==> src/sv/vms_pkg.sv <==
package vms_pkg;

   // Vehicle states
   typedef enum logic [2:0] {
      ST_INIT      = 3'd0,
      ST_RUN       = 3'd1,
      ST_DEGRADED  = 3'd2,
      ST_LIMP      = 3'd3,
      ST_HALT      = 3'd4,
      ST_SHUTDOWN  = 3'd5
   } vms_state_type;

   // Event codes in table order
   typedef enum logic [3:0] {
      EV_PASS      = 4'd0,
      EV_FAIL      = 4'd1,
      EV_PEDAL_S   = 4'd2,
      EV_PEDAL_D   = 4'd3,
      EV_LINK_S    = 4'd4,
      EV_LINK_D    = 4'd5,
      EV_ESTOP     = 4'd6,
      EV_KILL      = 4'd7,
      EV_CLEARED   = 4'd8,
      EV_RESTORED  = 4'd9,
      EV_STOPPED   = 4'd10,
      EV_MOTOR     = 4'd11,
      EV_BRAKE     = 4'd12,
      EV_STEER     = 4'd13
   } vms_event_type;

   // Power modes
   typedef enum logic [2:0] {
      PM_STARTUP   = 3'd0,
      PM_RUN       = 3'd1,
      PM_DEGRADED  = 3'd2,
      PM_HALT      = 3'd3,
      PM_SHUTDOWN  = 3'd4
   } vms_power_type;

   localparam int unsigned NUM_LANES = 3;

   // Register indexes on the configuration port
   localparam logic [1:0] REG_INIT_HOLD = 2'd0;
   localparam logic [1:0] REG_RECOVERY  = 2'd1;
   localparam logic [1:0] REG_CONFIRM   = 2'd2;

   // Link status codes
   localparam logic [1:0] LINK_OK      = 2'd0;
   localparam logic [1:0] LINK_TIMEOUT = 2'd1;

   // Configuration as seen by the rule chain
   typedef struct packed {
      logic [15:0] init_hold_ticks;
      logic [15:0] recovery_ticks;
      logic [7:0]  confirm_ticks;
   } vms_cfg_type;

   // Supervisor state carried from item to item
   typedef struct packed {
      logic [2:0]                mode;
      logic                      pass_pending;
      logic [15:0]               hold_count;
      logic [15:0]               clear_count;
      logic [NUM_LANES-1:0][7:0] confirm_count;
   } vms_ctx_type;

   // One result item
   typedef struct packed {
      logic [2:0] veh_state;
      logic [2:0] power_mode;
      logic       mode_requested;
      logic [2:0] fault_reported;
   } vms_rsp_type;

   // Running state of the transition chain within one item
   typedef struct packed {
      logic [2:0] mode;
      logic       pend;
      logic       req;
   } vms_fire_type;

   function automatic logic [3:0] go(input vms_state_type st);
      return {1'b1, st};
   endfunction

   // Transition table: bit3 = allowed, bits 2..0 = next state
   function automatic logic [3:0] next_entry(input logic [2:0] st, input logic [3:0] ev);
      logic [3:0] e;
      e = 4'd0;
      case (st)
         ST_INIT: begin
            case (ev)
               EV_PASS: e = go(ST_RUN);
               EV_FAIL: e = go(ST_HALT);
               EV_KILL: e = go(ST_HALT);
               default: e = 4'd0;
            endcase
         end
         ST_RUN: begin
            case (ev)
               EV_PEDAL_S: e = go(ST_DEGRADED);
               EV_PEDAL_D: e = go(ST_HALT);
               EV_LINK_S:  e = go(ST_LIMP);
               EV_LINK_D:  e = go(ST_HALT);
               EV_ESTOP:   e = go(ST_HALT);
               EV_KILL:    e = go(ST_HALT);
               EV_MOTOR:   e = go(ST_DEGRADED);
               EV_BRAKE:   e = go(ST_HALT);
               EV_STEER:   e = go(ST_HALT);
               default:    e = 4'd0;
            endcase
         end
         ST_DEGRADED: begin
            case (ev)
               EV_PEDAL_D: e = go(ST_HALT);
               EV_LINK_S:  e = go(ST_LIMP);
               EV_LINK_D:  e = go(ST_HALT);
               EV_ESTOP:   e = go(ST_HALT);
               EV_KILL:    e = go(ST_HALT);
               EV_CLEARED: e = go(ST_RUN);
               EV_MOTOR:   e = go(ST_HALT);
               EV_BRAKE:   e = go(ST_HALT);
               EV_STEER:   e = go(ST_HALT);
               default:    e = 4'd0;
            endcase
         end
         ST_LIMP: begin
            case (ev)
               EV_PEDAL_D:  e = go(ST_HALT);
               EV_LINK_D:   e = go(ST_HALT);
               EV_ESTOP:    e = go(ST_HALT);
               EV_KILL:     e = go(ST_HALT);
               EV_CLEARED:  e = go(ST_RUN);
               EV_RESTORED: e = go(ST_DEGRADED);
               EV_MOTOR:    e = go(ST_HALT);
               EV_BRAKE:    e = go(ST_HALT);
               EV_STEER:    e = go(ST_HALT);
               default:     e = 4'd0;
            endcase
         end
         ST_HALT: begin
            case (ev)
               EV_STOPPED: e = go(ST_SHUTDOWN);
               default:    e = 4'd0;
            endcase
         end
         default: e = 4'd0;
      endcase
      return e;
   endfunction

   // Apply one event; a self-test pass in INIT only marks it pending
   function automatic vms_fire_type fire_event(input vms_fire_type cur, input logic [3:0] ev);
      vms_fire_type r;
      logic [3:0]   e;
      r = cur;
      e = next_entry(cur.mode, ev);
      if (ev == EV_PASS && cur.mode == ST_INIT) begin
         r.pend = 1'b1;
      end else if (e[3]) begin
         r.mode = e[2:0];
         r.req  = 1'b1;
      end
      return r;
   endfunction

   function automatic logic [2:0] power_of(input logic [2:0] st);
      logic [2:0] pm;
      case (st)
         ST_INIT:      pm = PM_STARTUP;
         ST_RUN:       pm = PM_RUN;
         ST_DEGRADED:  pm = PM_DEGRADED;
         ST_LIMP:      pm = PM_DEGRADED;
         ST_HALT:      pm = PM_HALT;
         ST_SHUTDOWN:  pm = PM_SHUTDOWN;
         default:      pm = PM_STARTUP;
      endcase
      return pm;
   endfunction

endpackage

==> src/sv/vms_csr.sv <==
module vms_csr (
   input  logic                 clock,
   input  logic                 reset,
   input  logic                 psel,
   input  logic                 penable,
   input  logic                 pwrite,
   input  logic [3:0]           paddr,
   input  logic [31:0]          pwdata,
   output logic [31:0]          prdata,
   output logic                 pready,
   output vms_pkg::vms_cfg_type cfg
);

   logic [15:0] init_hold_ff;
   logic [15:0] recovery_ff;
   logic [7:0]  confirm_ff;
   logic        wr_en;

   assign pready = 1'b1;
   assign wr_en  = psel & penable & pwrite;

   // Write registers on the access cycle
   always_ff @(posedge clock) begin
      if (reset) begin
         init_hold_ff <= 16'd10;
         recovery_ff  <= 16'd50;
         confirm_ff   <= 8'd3;
      end else if (wr_en) begin
         case (paddr[3:2])
            vms_pkg::REG_INIT_HOLD: init_hold_ff <= pwdata[15:0];
            vms_pkg::REG_RECOVERY:  recovery_ff  <= pwdata[15:0];
            vms_pkg::REG_CONFIRM:   confirm_ff   <= pwdata[7:0];
            default: ;
         endcase
      end
   end

   // Read back
   always_comb begin
      case (paddr[3:2])
         vms_pkg::REG_INIT_HOLD: prdata = {16'd0, init_hold_ff};
         vms_pkg::REG_RECOVERY:  prdata = {16'd0, recovery_ff};
         vms_pkg::REG_CONFIRM:   prdata = {24'd0, confirm_ff};
         default:                prdata = 32'd0;
      endcase
   end

   assign cfg.init_hold_ticks = init_hold_ff;
   assign cfg.recovery_ticks  = recovery_ff;
   assign cfg.confirm_ticks   = confirm_ff;

endmodule

==> src/sv/vms_rules.sv <==
module vms_rules (
   input  logic                 action,
   input  logic [3:0]           event_id,
   input  logic                 pedal_err,
   input  logic                 estop_on,
   input  logic [1:0]           front_link,
   input  logic [1:0]           rear_link,
   input  logic                 motor_cut,
   input  logic                 brake_err,
   input  logic                 steer_err,
   input  logic                 relay_kill,
   input  logic [1:0]           recheck_ok,
   input  vms_pkg::vms_cfg_type cfg,
   input  vms_pkg::vms_ctx_type ctx,
   output vms_pkg::vms_ctx_type ctx_next,
   output vms_pkg::vms_rsp_type rsp
);

   logic                      f_ok, r_ok, f_to, r_to, all_clear;
   logic [2:0]                lane_active, lane_recheck;
   logic [3:0]                lane_event [vms_pkg::NUM_LANES];
   vms_pkg::vms_fire_type     f;
   logic [15:0]               hold_v, clear_v;
   logic [vms_pkg::NUM_LANES-1:0][7:0] cnt_v;
   logic [7:0]                cnt_inc;
   logic [2:0]                faults;

   assign f_ok = (front_link == vms_pkg::LINK_OK);
   assign r_ok = (rear_link == vms_pkg::LINK_OK);
   assign f_to = (front_link == vms_pkg::LINK_TIMEOUT);
   assign r_to = (rear_link == vms_pkg::LINK_TIMEOUT);
   assign all_clear = ~estop_on & ~motor_cut & ~brake_err & ~steer_err
                    & ~pedal_err & ~relay_kill & f_ok & r_ok;

   assign lane_active   = {steer_err, brake_err, motor_cut};
   assign lane_recheck  = {1'b1, recheck_ok[1], recheck_ok[0]};
   assign lane_event[0] = vms_pkg::EV_MOTOR;
   assign lane_event[1] = vms_pkg::EV_BRAKE;
   assign lane_event[2] = vms_pkg::EV_STEER;

   // Walk the ordered rule chain for one item
   always_comb begin
      f       = '{mode: ctx.mode, pend: ctx.pass_pending, req: 1'b0};
      hold_v  = ctx.hold_count;
      clear_v = ctx.clear_count;
      cnt_v   = ctx.confirm_count;
      cnt_inc = 8'd0;
      faults  = 3'd0;
      if (action) begin
         f = vms_pkg::fire_event(f, event_id);
      end else begin
         // INIT hold and release
         if (f.mode == vms_pkg::ST_INIT) begin
            if (hold_v < cfg.init_hold_ticks) hold_v = hold_v + 16'd1;
            if (f.pend && hold_v >= cfg.init_hold_ticks && f_ok && r_ok) begin
               f.pend = 1'b0;
               f.mode = vms_pkg::ST_RUN;
               f.req  = 1'b1;
            end
         end
         if (estop_on) f = vms_pkg::fire_event(f, vms_pkg::EV_ESTOP);
         if (relay_kill) f = vms_pkg::fire_event(f, vms_pkg::EV_KILL);
         // Link timeout and restore
         if (f_to && r_to) begin
            f = vms_pkg::fire_event(f, vms_pkg::EV_LINK_D);
         end else if (f_to || r_to) begin
            if (f.mode == vms_pkg::ST_RUN || f.mode == vms_pkg::ST_DEGRADED)
               f = vms_pkg::fire_event(f, vms_pkg::EV_LINK_S);
         end else if (f.mode == vms_pkg::ST_LIMP) begin
            f = vms_pkg::fire_event(f, vms_pkg::EV_RESTORED);
         end
         // Pedal fault and clear
         if (f.mode == vms_pkg::ST_RUN && pedal_err)
            f = vms_pkg::fire_event(f, vms_pkg::EV_PEDAL_S);
         if (f.mode == vms_pkg::ST_DEGRADED && !pedal_err)
            f = vms_pkg::fire_event(f, vms_pkg::EV_CLEARED);
         // Debounce motor, brake, steering in that order
         for (int i = 0; i < vms_pkg::NUM_LANES; i++) begin
            if (lane_active[i]) begin
               cnt_inc = cnt_v[i] + 8'd1;
               if (cnt_inc >= cfg.confirm_ticks) begin
                  if (lane_recheck[i]) begin
                     faults[i] = 1'b1;
                     f = vms_pkg::fire_event(f, lane_event[i]);
                  end
                  cnt_v[i] = 8'd0;
               end else begin
                  cnt_v[i] = cnt_inc;
               end
            end else begin
               cnt_v[i] = 8'd0;
            end
         end
         // Timed recovery out of the halt state
         if (f.mode == vms_pkg::ST_HALT) begin
            if (all_clear) begin
               clear_v = clear_v + 16'd1;
               if (clear_v >= cfg.recovery_ticks) begin
                  clear_v = 16'd0;
                  f.mode  = vms_pkg::ST_INIT;
                  f.pend  = 1'b1;
                  f.req   = 1'b1;
               end
            end else begin
               clear_v = 16'd0;
            end
         end
      end
   end

   assign ctx_next.mode          = f.mode;
   assign ctx_next.pass_pending  = f.pend;
   assign ctx_next.hold_count    = hold_v;
   assign ctx_next.clear_count   = clear_v;
   assign ctx_next.confirm_count = cnt_v;

   assign rsp.veh_state      = f.mode;
   assign rsp.power_mode     = vms_pkg::power_of(f.mode);
   assign rsp.mode_requested = f.req;
   assign rsp.fault_reported = faults;

endmodule

==> src/sv/vehicle_mode_supervisor_core.sv <==
// Channel   Direction  Handshake                  Payload
// req_      in         req_valid / req_ready      action, event_id, fault signals, links
// rsp_      out        rsp_valid / rsp_ready      state, power mode, request flag, faults
// csr_      in         APB psel/penable, pready=1 three threshold registers
//
// An item is registered in the input register on acceptance, runs the rule chain once the
// result register is free or being emptied, and lands there, which raises rsp_valid.
// One item per cycle is sustained while rsp_ready is high; the input register can take an
// item while a result waits; req_ready drops only with both registers full and rsp_ready low.
// Synchronous reset puts the supervisor in INIT with all counters cleared.
module vehicle_mode_supervisor_core (
   input  logic        clock,
   input  logic        reset,
   // input items
   input  logic        req_valid,
   output logic        req_ready,
   input  logic        req_action,
   input  logic [3:0]  req_event_id,
   input  logic        req_pedal_err,
   input  logic        req_estop_on,
   input  logic [1:0]  req_front_link,
   input  logic [1:0]  req_rear_link,
   input  logic        req_motor_cut,
   input  logic        req_brake_err,
   input  logic        req_steer_err,
   input  logic        req_relay_kill,
   input  logic [1:0]  req_recheck_ok,
   // result items
   output logic        rsp_valid,
   input  logic        rsp_ready,
   output logic [2:0]  rsp_veh_state,
   output logic [2:0]  rsp_power_mode,
   output logic        rsp_mode_requested,
   output logic [2:0]  rsp_fault_reported,
   // configuration
   input  logic        csr_psel,
   input  logic        csr_penable,
   input  logic        csr_pwrite,
   input  logic [3:0]  csr_paddr,
   input  logic [31:0] csr_pwdata,
   output logic [31:0] csr_prdata,
   output logic        csr_pready
);

   typedef struct packed {
      logic       action;
      logic [3:0] event_id;
      logic       pedal_err;
      logic       estop_on;
      logic [1:0] front_link;
      logic [1:0] rear_link;
      logic       motor_cut;
      logic       brake_err;
      logic       steer_err;
      logic       relay_kill;
      logic [1:0] recheck_ok;
   } item_type;

   vms_pkg::vms_cfg_type cfg;
   vms_pkg::vms_ctx_type ctx_ff, ctx_in;
   vms_pkg::vms_rsp_type rsp_ff, rsp_in;
   item_type             item_ff;
   logic                 item_valid_ff;
   logic                 rsp_valid_ff;
   logic                 advance;

   vms_csr u_csr (
      .clock   (clock),
      .reset   (reset),
      .psel    (csr_psel),
      .penable (csr_penable),
      .pwrite  (csr_pwrite),
      .paddr   (csr_paddr),
      .pwdata  (csr_pwdata),
      .prdata  (csr_prdata),
      .pready  (csr_pready),
      .cfg     (cfg)
   );

   // Move the held item on when the result slot is free or being emptied
   assign advance   = item_valid_ff & (~rsp_valid_ff | rsp_ready);
   assign req_ready = ~item_valid_ff | advance;

   // Input register
   always_ff @(posedge clock) begin
      if (reset) begin
         item_valid_ff <= 1'b0;
      end else if (req_ready) begin
         item_valid_ff <= req_valid;
      end
   end

   always_ff @(posedge clock) begin
      if (req_valid && req_ready) begin
         item_ff <= '{action: req_action, event_id: req_event_id,
                      pedal_err: req_pedal_err, estop_on: req_estop_on,
                      front_link: req_front_link, rear_link: req_rear_link,
                      motor_cut: req_motor_cut, brake_err: req_brake_err,
                      steer_err: req_steer_err, relay_kill: req_relay_kill,
                      recheck_ok: req_recheck_ok};
      end
   end

   vms_rules u_rules (
      .action     (item_ff.action),
      .event_id   (item_ff.event_id),
      .pedal_err  (item_ff.pedal_err),
      .estop_on   (item_ff.estop_on),
      .front_link (item_ff.front_link),
      .rear_link  (item_ff.rear_link),
      .motor_cut  (item_ff.motor_cut),
      .brake_err  (item_ff.brake_err),
      .steer_err  (item_ff.steer_err),
      .relay_kill (item_ff.relay_kill),
      .recheck_ok (item_ff.recheck_ok),
      .cfg        (cfg),
      .ctx        (ctx_ff),
      .ctx_next   (ctx_in),
      .rsp        (rsp_in)
   );

   // Supervisor state: advance once per processed item
   always_ff @(posedge clock) begin
      if (reset) begin
         ctx_ff <= '0;
      end else if (advance) begin
         ctx_ff <= ctx_in;
      end
   end

   // Result register
   always_ff @(posedge clock) begin
      if (reset) begin
         rsp_valid_ff <= 1'b0;
      end else if (advance) begin
         rsp_valid_ff <= 1'b1;
      end else if (rsp_ready) begin
         rsp_valid_ff <= 1'b0;
      end
   end

   always_ff @(posedge clock) begin
      if (advance) begin
         rsp_ff <= rsp_in;
      end
   end

   assign rsp_valid          = rsp_valid_ff;
   assign rsp_veh_state      = rsp_ff.veh_state;
   assign rsp_power_mode     = rsp_ff.power_mode;
   assign rsp_mode_requested = rsp_ff.mode_requested;
   assign rsp_fault_reported = rsp_ff.fault_reported;

endmodule
==> config.mk <==
export PLATFORM = sky130hd
export DESIGN_NAME = vehicle_mode_supervisor_core
export DESIGN_NICKNAME = d
export VERILOG_FILES = /design/src/sv/vms_pkg.sv /design/src/sv/vms_csr.sv /design/src/sv/vms_rules.sv /design/src/sv/vehicle_mode_supervisor_core.sv
export SDC_FILE = /design/constraint.sdc
export NUM_CORES = 1
export LEC_CHECK = 0
export BUFFER_PORTS_ARGS = -buffer_cell sky130_fd_sc_hd__buf_2
export CAP_MARGIN = 0
export CORE_MARGIN = 2
export CORE_UTILIZATION = 45
export DETAILED_ROUTE_END_ITERATION = 10
export GPL_TIMING_DRIVEN = 0
export PLACE_DENSITY_LB_ADDON = 0.25
export SLEW_MARGIN = 20
export SYNTH_ARGS = -nofsm -noshare
export SYNTH_HDL_FRONTEND = slang
export SYNTH_SLANG_ARGS = --single-unit
==> constraint.sdc <==
create_clock -name clock -period 5.93 [get_ports clock]
set_clock_uncertainty 0.2 [all_clocks]
set_input_delay 1.4825 -clock clock [delete_from_list [all_inputs] [get_ports clock]]
set_output_delay 1.4825 -clock clock [all_outputs]
set_load 0.05 [all_outputs]
Word-level counts from Yosys, hierarchy flattened
Memories as Yosys holds them, arrays and structs flattened. A register that Yosys moved wholly into a read port is not among the register bits. Cells that the tools add are included.

Register bits: 129. ROM bits: 768. Input bits: 60. Output and inout port bits: 45. Logic and storage cells: 268. Memories: 12.

Memories: (no name shown) (words 16, width 4, read ports 1, clocked after memory_dff 1, write ports 0, line vms_pkg.sv:100) `case (ev)`; (no name shown) (words 16, width 4, read ports 1, clocked after memory_dff 1, write ports 0, line vms_pkg.sv:114) `case (ev)`; (no name shown) (words 16, width 4, read ports 1, clocked after memory_dff 1, write ports 0, line vms_pkg.sv:128) `case (ev)`; (no name shown) (words 16, width 4, read ports 1, clocked after memory_dff 0, write ports 0, line vms_pkg.sv:100); (no name shown) (words 16, width 4, read ports 1, clocked after memory_dff 0, write ports 0, line vms_pkg.sv:114); (no name shown) (words 16, width 4, read ports 1, clocked after memory_dff 0, write ports 0, line vms_pkg.sv:128); +6 memories.

Add/subtract/negate cells: 5. $lt $le $gt $ge: 6. Equal/unequal tests: 39. Muxes and demuxes: 119. Bitwise logic cells: 23. Reductions and logical operators: 35.

Operators by type and width (number): $mux 4 (40); $mux 5 (31); $mux 16 (5); $eq 3x2->1 const B (18); $mux 8 (6); $pmux 16 s3 (1); $mux 3 (12); $pmux 4 s3 (3); $add 16x1->16 const B (2); $ge 16x16->1 (2); $eq 3x1->1 const B (9); $add 8x1->8 const B (3); $ge 8x8->1 (3); $pmux 4 s5 (1); $mux 1 (18); $lt 16x16->1 (1); $eq 3x3->1 const B (4); $pmux 3 s4 (1); $reduce_or 3->1 (4); $not 1->1 (11); $and 1x1->1 (10); $reduce_and 2->1 (5); $reduce_or 2->1 (5); $logic_and 1x1->1 (8); 16 further kinds (24).

Longest topological paths before layout
Gate-level depths: netlist of run 1.

Depth after elaboration: 92. Mapped depth: 25. Mapped depth without buffers: 23.

Modules after synthesis
A second synthesis of run 1 with hierarchy kept.

Cell total of the unflattened synthesis: 1191. Area, all modules: 10326.2 um2.

Modules (own cells, without submodules): vms_rules (times used 1, cells each 674, area an instance 4589.4 um2, sequential area each 0.0 um2); vehicle_mode_supervisor_core (times used 1, cells each 297, area an instance 3646.0 um2, sequential area each 2052.0 um2); vms_csr (times used 1, cells each 220, area an instance 2090.8 um2, sequential area each 800.8 um2).

Worst setup path before layout of run 1
Ideal clock, no wire load.

Kind: register to register. From: reg u_csr.init_hold_ff[1]. To: reg ctx_ff[24] (netlist name). Setup time: 70 ps. Arrival time: 5121 ps. Required time: 5660 ps. Slack: 539 ps. Cell stages (with the launch flop): 25. Buffers on the path: 2. Period minus slack after synthesis: 5391 ps. Cells stage by stage: dfxtp_1 -> inv_1 -> ha_1 -> a21o_1 -> a21o_1 -> a21o_1 -> a21o_1 -> a2111oi_0 -> o21a_1 -> o21ai_0 -> clkbuf_1 -> nor3_1 -> xor2_1 -> ha_1 -> nand4_1 -> a211oi_2 -> a31oi_2 -> a31oi_1 -> nor2_2 -> a211o_1 -> a21o_1 -> o31a_1 -> buf_6 -> or4_1 -> a21oi_1.

Longest elaborated chain between the ends: 87. Elaborated cells on any way between the ends: 111. Classes of those cells: 2 x order compare; 22 x eq/ne; 74 x mux; 13 x reduce/logical.

Ends and longest elaborated chain: from (decl) (line vms_csr.sv:14) `logic [15:0] init_hold_ff;`; from (signal assigned) (line vms_csr.sv:30) `vms_pkg::REG_INIT_HOLD: init_hold_ff <= pwdata[15:0];`; $lt 16x16->1 (line vms_rules.sv:54) `if (hold_v < cfg.init_hold_ticks) hold_v = hold_v + 16'd1;`; $mux 16 (line vms_rules.sv:54); $mux 16 (line vms_rules.sv:53) `if (f.mode == vms_pkg::ST_INIT) begin`; $mux 16 (line vms_rules.sv:49) `if (action) begin`; $ge 16x16->1 * (line vms_rules.sv:55) `if (f.pend && hold_v >= cfg.init_hold_ticks && f_ok && r_ok) begin`; $logic_and 1x1->1 * (3 in series) (line vms_rules.sv:55); $mux 5 * (line vms_rules.sv:55); $mux 5 * (line vms_rules.sv:53); [... 69 more ...]; $mux 4 (line vms_rules.sv:79) `if (lane_active[i]) begin`; $mux 4 (line vms_rules.sv:49); $mux 3 (line vms_pkg.sv:160) `end else if (e[3]) begin`; $mux 5 (line vms_rules.sv:81) `if (cnt_inc >= cfg.confirm_ticks) begin`; $mux 5 * (line vms_rules.sv:79); $mux 5 * (line vms_rules.sv:49); $eq 3x3->1 * (line vms_rules.sv:95) `if (f.mode == vms_pkg::ST_HALT) begin`; $reduce_and 3->1 (no source line) *; to (signal assigned) (line vehicle_mode_supervisor_core.sv:127) `ctx_ff <= ctx_in;`; to (decl) (line vehicle_mode_supervisor_core.sv:60) `vms_pkg::vms_ctx_type ctx_ff, ctx_in;`.

Every way passes the cells marked *; elsewhere a longest branch is shown, timed or not. The select of a mux whose other input is x is not followed. A chain may end at the register's enable or synchronous reset.

Worst setup path after layout of run 1
Ends and elaborated chain as after synthesis.

==> results of run 1 <==
[kinds of logic after synthesis]
logic type	Yosys count
and+or+nand+nor	382
AOI/OAI and AO/OA	259
DFF	141
buffers and inverters	122
adders and majority gates	81
xor gates and xnor gates	50
muxes	44
other	2
[layout by cell type (no fill, tap or decap), types with 20 or more instances in the layout]
cell / instances
mux2i_1: 37
o21ai_0: 35
ha_1: 81
and3_1: 20
buf_2: 72
edfxtp_1: 27
inv_1: 58
a22oi_1: 21
buf_4: 24
nor2_1: 109
a21oi_1: 72
clkbuf_1: 32
xor2_1: 33
nand3_1: 31
nand2_1: 121
dfxtp_1: 112
[worst register-to-register path, delay by kind of cell (launching register included)]
kind / cells / cell delay [ns]
flops: 1 / 0.33
buf+inv: 4 / 0.57
xor+xnor: 1 / 0.15
compound gates: 13 / 2.75
simple gates: 4 / 1.15
fa+ha+maj: 2 / 0.56
[cells in the mapped netlist, types with 14 or more instances]
master,number
mux2i_1,37
a21o_1,14
o211ai_1,15
a21oi_1,73
o31ai_1,21
dfxtp_1,114
nor2b_1,14
nor3_1,17
o21ai_0,36
and3_1,20
clkbuf_1,35
nand3_1,33
xor2_1,33
inv_1,58
a22oi_1,21
buf_4,18
ha_1,81
edfxtp_1,27
nand4_1,15
nor2_1,110
xnor2_1,17
nand2_1,121
[cell type report]
cell class                      instances  area (um^2)
Buffer                                 62          332
Clock buffer                           20          479
Clock inverter                         12          125
Fill cell                            1831         8950
Inverter                               60          225
Multi-Input combinational cell        833         5670
Sequential cell                       141         3100
Tap cell                              265          332
Timing Repair Buffer                   75          390
[stage by stage]
| step | total power [mW] | util |
|---|---|---|
| floorplan | 1.25 | - |
| global placement | 1.33 | 0.500 |
| detailed placement | 1.33 | 0.500 |
| CTS | 2.43 | 0.536 |
| global route | 2.51 | 0.543 |
| finish | 2.43 | 0.543 |
[worst min path at each step]
| stage | start | endpoint | slack (ns) |
|---|---|---|---|
| finish | u_csr.init_hold_ff[10]$_SDFFE_PP0P_ | u_csr.init_hold_ff[10]$_SDFFE_PP0P_ | 0.28 |
| global route | u_csr.recovery_ff[12]$_SDFFE_PP0P_ | u_csr.recovery_ff[12]$_SDFFE_PP0P_ | 0.30 |
| CTS | u_csr.init_hold_ff[10]$_SDFFE_PP0P_ | u_csr.init_hold_ff[10]$_SDFFE_PP0P_ | 0.28 |
| detailed placement | u_csr.init_hold_ff[10]$_SDFFE_PP0P_ | u_csr.init_hold_ff[10]$_SDFFE_PP0P_ | 0.27 |
| global placement | ctx_ff[39]$_SDFFE_PP0P_ | ctx_ff[39]$_SDFFE_PP0P_ | 0.26 |
| floorplan | ctx_ff[39]$_SDFFE_PP0P_ | ctx_ff[39]$_SDFFE_PP0P_ | 0.25 |
[power breakdown]
| part | total, mW | switching (mW) | internal [mW] |
|---|---|---|---|
| Sequential | 1.02 | 0.0175 | 1.01 |
| Clock | 1.10 | 0.459 | 0.639 |
| Combinational | 0.305 | 0.208 | 0.0968 |
| Total | 2.43 | 0.685 | 1.74 |
[metal layers]
layer  track usage  up-vias  wire length, um
met5             0        -                0
met4        0.0887        0              825
met3        0.0502       42             1290
met2         0.357      232            11000
met1         0.311     3859            11700
li1              -     4086                -
[registers in the layout (all words and copies together) (netlist names), named ones only]
name and count:
rsp_power_mode 3, u_csr.confirm_ff 8, ctx_ff 60, item_ff 17
rsp_mode_requested 1, rsp_valid 1, u_csr.recovery_ff 16, rsp_veh_state 3
rsp_fault_reported 3, u_csr.init_hold_ff 16, item_valid_ff 1
[timing repair]
item                                    4_1_cts  5_1_grt
endpoints found under the setup margin       25       25
setup buffers                                 1        5
endpoints found under the hold margin         0        0
gates cloned                                  1        0
gates resized for setup                      19       28
pin swaps                                     6       11
==> results by group, run 1 <==
Global routing
  • Initial antenna violation count: 0
  • GRT Total Usage: 0.229
  • Largest net degree at the start of global routing: 20
  • First-pass GRT wire length: 39.2 mm
  • Gr ovfl total: 0
  • Vias in the first global route: 7590

Detailed routing
  • Remaining DRCs: 0
  • Drt total wl: 24.8 mm
  • Vias per cell: 5.60
  • DR vias: about 8200
  • Antenna Nets Post-Route: 0
  • Routed wire length per instance: 16.9 um
  • First-pass DRT Iterations: 6
  • DRT iter0 DRCs: a little over 700

Setup path
  • CP startpoint: u_csr.init_hold_ff[1]$_SDFFE_PP1P_
  • CP Launch Type: flop
  • CP max-delay cell: or4_4
  • R2r setup slk: 0.14 ns
  • Critical path class: reg -> reg
  • Top cell by count, worst path: a21o_1
  • Worst R2R End: ctx_ff[24]$_SDFFE_PP0P_
  • Crit. path cell count: 24
  • CP endpoint kind: flop
  • Kind of cell adding the most delay to the critical path: compound AO/OA/AOI/OAI gates
  • Crit-path max cell delay: 0.57 ns
  • End of the critical path: ctx_ff[24]$_SDFFE_PP0P_
  • CP Cell Sequence: inv_1, ha_1, a21o_1, a21o_1, a21o_1, a21o_1, a2111oi_4, o21a_1, o21ai_2, clkbuf_8, xor2_1, ha_1, nand2b_1, a2111o_1, a31oi_4, a31oi_4, or2_4, or4_4, nand3_2, o31a_1, buf_6, buf_6, o21ai_0, a21oi_2
  • Critical Path AT: between 5 and 6 ns
  • Worst-path maximum fanout: 10
  • Critical Path RT: 6.09 ns
  • Worst Reg-to-Reg Cells: 24
  • R2R Path Start: u_csr.init_hold_ff[1]$_SDFFE_PP1P_
  • Worst path buffer plus inverter count: 4

Yosys
  • Mux contribution to synthesized area: 0.0495
  • Seq cells post-synth: 141
  • Largest family of logic cells by synthesized area: simple AND/OR/NAND/NOR gates
  • Syn Inst Count: around 1100
  • Async SR Flop Fraction: 0
  • Synth warn: 0
  • Dominant cells by area after synthesis: dfxtp_1, ha_1, edfxtp_1, nand2_1, nor2_1
  • Distinct cells, synth: 76
  • EDFF count, synth: 27
  • Synthesized area: just over 9000 um^2
  • Post-synth top area cell: dfxtp_1
  • Ys flop type: dfxtp_1
  • Post-Synth Simple-Gate Area: 0.198
  • Synth Area in XOR/XNOR: 0.0483
  • Synth Area in Compound Gates: 0.192
  • Syn Area/Cell: between 8 and 9 um^2
  • Sequential-to-total area share from yosys stat: 0.341
  • Adder-cell area share of the yosys netlist: 0.112
  • Yosys top cell area share: 0.252

Timing
  • Final critical-path share of the clock period: 0.976
  • Hold slack: 0.276 ns
  • Worst rel slew slack: 0.318
  • Fin crit period: 5.79 ns
  • Worst Tran Pin Value: a little over 1 ns
  • Final worst slack: 0.145 ns
  • Achievable frequency: around 0.17 GHz
  • Max-slew violation count: 0
  • Count of final setup violators: 0
  • Setup TNS Final: 0 ns
  • Hold Vio Cnt, Final: 0

Floorplanning
  • # IOs: 105
  • Initial Util: 0.463
  • Die Ht: ~150 um
  • Rows: 51
  • Chip width: 146 um
  • Die Area: 21300 um^2
  • Core area: 19600 um^2

Power and ir drop
  • VDD IR max: 181 uV
  • Leakage Power: 4.64 nW
  • Power density over the cells: about 230 nW/um^2

Clocking
  • Clk_lat worst skew: about 0.43 ns
  • Longest Clk Path Bufs: 2
  • TritonCTS clock tree: done
  • Num CTS Buffers: 17
  • Root Buffer: clkbuf_16
  • H-tree Lvls: 4
  • Post-CTS Hold Fix Bufs: 0
  • Reg clk slew, reported paths: roughly 0.060 ns
  • Num Clock Sinks: roughly 140

Hold path
  • WHS Path Cells: 2
  • Hold/Removal Path Class: reg -> reg

Flow run
  • Max_cap viols: 0

Placed design
  • Port Buffer Count: 68
  • Dpl cells: 1429
  • Pre-CTS WS: -0.563 ns
  • Placer Congestion: 0.927
  • Post-DP HPWL: 18.5 mm
  • Dpl cell area: slightly below 10000 um^2

Final layout
  • Fin area: 10600 um^2
  • Count of non-filler cells in the finished layout: 1468
  • Antenna cell count: 0
  • Area growth syn-to-layout: 17.4%
  • Layout cells sized above 1: 0.146
  • Fin nets: 1331

Status
  • Outcome: finished, final reports clean
Power figures use the tool's default switching activity.
==> inputs of run 2 (changes only) <==
BUFFER_PORTS_ARGS = -buffer_cell sky130_fd_sc_hd__clkbuf_2   (was -buffer_cell sky130_fd_sc_hd__buf_2)
==> results by group, run 2 (synthesis gave the netlist of run 1 again) <==
Flow run
  • Max_cap viols: 0

Power and ir drop
  • Power density over the cells: roughly 230 nW/um^2
  • Total internal power: 1.85 mW
  • Clock share of power: 0.468
  • Sequential Power Share: 0.408
  • Total chip power: 2.51 mW
  • Switch Pwr: 0.658 mW
  • Sw Ratio: 0.262
  • Proportion of power drawn by combinational gates: 0.124
  • Leakage Power: between 4 and 5 nW
  • VDD IR max: 187 uV

Detailed routing
  • DR vias: between 8000 and 9000
  • Antenna Nets Post-Route: 0
  • Routed wire length per instance: 16.9 um
  • Remaining DRCs: 0
  • First-pass DRT Iterations: 6
  • DRT iter0 DRCs: 718
  • Vias per cell: between 5 and 6
  • Drt total wl: between 20 and 25 mm

Global routing
  • First-pass GRT wire length: 39.7 mm
  • Vias in the first global route: 7682
  • Gr ovfl total: 0
  • Largest net degree at the start of global routing: 20
  • Initial antenna violation count: 0
  • GRT Total Usage: 0.230

Final layout
  • Commonest non-fill, non-tap cell in the layout: nand2_1
  • Layout cells sized above 1: 0.161
  • Antenna cell count: 0
  • Largest regs: ctx_ff (60), item_ff (17)
  • Most frequent cells in the layout: nand2_1, dfxtp_1, nor2_1
  • Max reg flops: 60
  • Fillers: 1815
  • Area growth syn-to-layout: 19.1%
  • Fin util: 0.551
  • Fin nets: 1336
  • Count of non-filler cells in the finished layout: 1473
  • Largest Register: ctx_ff

Timing
  • Final worst slack: 0.106 ns
  • RSZ-0062 raised after global routing: true
  • Fin crit period: 5.82 ns
  • Hold Vio Cnt, Final: 0
  • Count of final setup violators: 0
  • Max-slew violation count: 0
  • Achievable frequency: 0.172 GHz
  • Worst Tran Pin Value: ~1 ns
  • Final critical-path share of the clock period: 0.982
  • Worst rel slew slack: 0.329

Placed design
  • Placer Congestion: 0.935
  • Pre-CTS WS: -0.627 ns
  • Port Buffer Count: approximately 70
  • Post-DP HPWL: 18.4 mm
  • Dpl cells: 1429

Status
  • Outcome: finished, final reports clean

Setup path
  • Worst-path maximum fanout: 7
  • Critical Path RT: 6.08 ns
  • R2R Path Start: u_csr.init_hold_ff[1]$_SDFFE_PP1P_
  • Worst R2R End: ctx_ff[24]$_SDFFE_PP0P_
  • Critical path class: reg -> reg
  • R2r setup slk: 0.11 ns
  • Worst Reg-to-Reg Cells: 25
  • CP endpoint kind: flop
  • Critical Path AT: 5.97 ns
  • CP Launch Type: flop

Clocking
  • Num CTS Buffers: 17
  • Clk_lat worst skew: 0.44 ns
  • Num Clock Sinks: 141
  • Root Buffer: clkbuf_16
  • Longest Clk Path Bufs: 2
  • Reg clk slew, reported paths: around 0.06 ns
  • TritonCTS clock tree: done
  • H-tree Lvls: 4

Floorplanning
  • Initial Util: 0.463
  • # IOs: approximately 110
  • Die Area: 21300 um^2
  • Rows: 51
  • Chip width: roughly 150 um
  • Die Ht: 146 um
  • Core area: 19600 um^2

Hold path
  • Hold_sp: u_csr.init_hold_ff[5]$_SDFFE_PP0P_
  • Hold/Removal Path Class: reg -> reg
  • Hold Crit Endpoint: u_csr.init_hold_ff[5]$_SDFFE_PP0P_
  • WHS Path Cells: 2
==> run 2: cell types whose count changed in the layout (fill, tap and decap cells not counted), moves of 3 or more <==
| cell | before | now |
|---|---|---|
| clkbuf_2 | 2 | 69 |
| nor2_2 | 0 | 4 |
| nor3_1 | 14 | 11 |
| inv_6 | 4 | 1 |
| nor3_2 | 2 | 5 |
| buf_4 | 24 | 30 |
| a31oi_2 | 0 | 3 |
| buf_2 | 72 | 3 |
| bufinv_16 | 1 | 4 |
| nor2_1 | 109 | 105 |
==> run 2: repair_timing <==
item | CTS | global route
gates cloned | 0 | 1
setup buffers | 3 | 8
pin swaps | 5 | 14
resized for setup | 18 | 44
endpoints found under the setup margin | 27 | 27
hold buffers | 0 | 0
==> run 2: area by class of cell <==
cell class / count / area, um^2 / area share
buffer: 62 / 328 / 0.0304
inverter: 60 / 225 / 0.0209
clock buffer: 20 / 468 / 0.0433
tap: 265 / 332 / 0.0307
sequential: 141 / 3100 / 0.287
timing repair buffer: 80 / 443 / 0.0410
multi-input combinational: 833 / 5720 / 0.530
clock inverter: 12 / 184 / 0.0170
==> run 2: routing by layer <==
layer / part of all wire / vias up / GRT usage
met1: 0.45 / 3849 / 0.308
met2: 0.47 / 290 / 0.376
met5: 0 / - / 0
li1: - / 4095 / -
met4: 0.019 / 0 / 0.0667
met3: 0.064 / 33 / 0.0489
==> run 2: how the worst max path moves through the flow <==
stage | to | slack, ns | depth (start not counted) | from
floorplan | ctx_ff[24]$_SDFFE_PP0P_ | 0.54 | 24 | u_csr.init_hold_ff[1]$_SDFFE_PP1P_
global placement | rsp_power_mode[0]$_DFFE_PP_ | -0.63 | 23 | u_csr.init_hold_ff[1]$_SDFFE_PP1P_
detailed placement | rsp_power_mode[0]$_DFFE_PP_ | -0.63 | 23 | u_csr.init_hold_ff[1]$_SDFFE_PP1P_
CTS | ctx_ff[24]$_SDFFE_PP0P_ | -0.005 | 24 | u_csr.init_hold_ff[1]$_SDFFE_PP1P_
global route | ctx_ff[24]$_SDFFE_PP0P_ | -0.08 | 25 | u_csr.init_hold_ff[1]$_SDFFE_PP1P_
finish | ctx_ff[24]$_SDFFE_PP0P_ | 0.11 | 25 | u_csr.init_hold_ff[1]$_SDFFE_PP1P_
==> run 2: per-stage QoR <==
stage / hold slack, ns / TNS, ns / cell area [um^2]
2_1_floorplan: 0.246 / 0 / 9130
3_3_place_gp: 0.256 / -11.69 / 9800
3_5_place_dp: 0.262 / -11.89 / 9800
4_1_cts: 0.271 / -0.00522 / 10600
5_1_grt: 0.288 / -0.301 / 10800
6_report: 0.271 / 0 / 10800
==> run 2: power by group through the flow <==
stage / Combinational [mW] / Sequential (mW) / Clock, mW
CTS: 0.292 / 1.02 / 1.19
floorplan: 0.194 / 1.06 / 0
finish: 0.310 / 1.02 / 1.17
detailed placement: 0.287 / 1.04 / 0
global placement: 0.288 / 1.04 / 0
global route: 0.335 / 1.03 / 1.23
==> run 2: worst max-delay path: stages (launching register included) <==
cell,delay (ns)
dfxtp_2,0.34
inv_2,0.06
ha_1,0.28
a21o_1,0.16
a21o_1,0.17
a21o_1,0.19
a21o_1,0.20
a2111oi_4,0.34
o21a_1,0.23
o21ai_1,0.10
buf_4,0.19
buf_4,0.16
nor3_4,0.19
xor2_1,0.10
ha_1,0.30
nand2_2,0.08
a211oi_2,0.28
a31oi_4,0.19
a31oi_4,0.28
nor2_4,0.08
a211o_1,0.27
a21o_1,0.24
o31a_1,0.30
buf_6,0.15
or4_1,0.52
a21oi_2,0.13
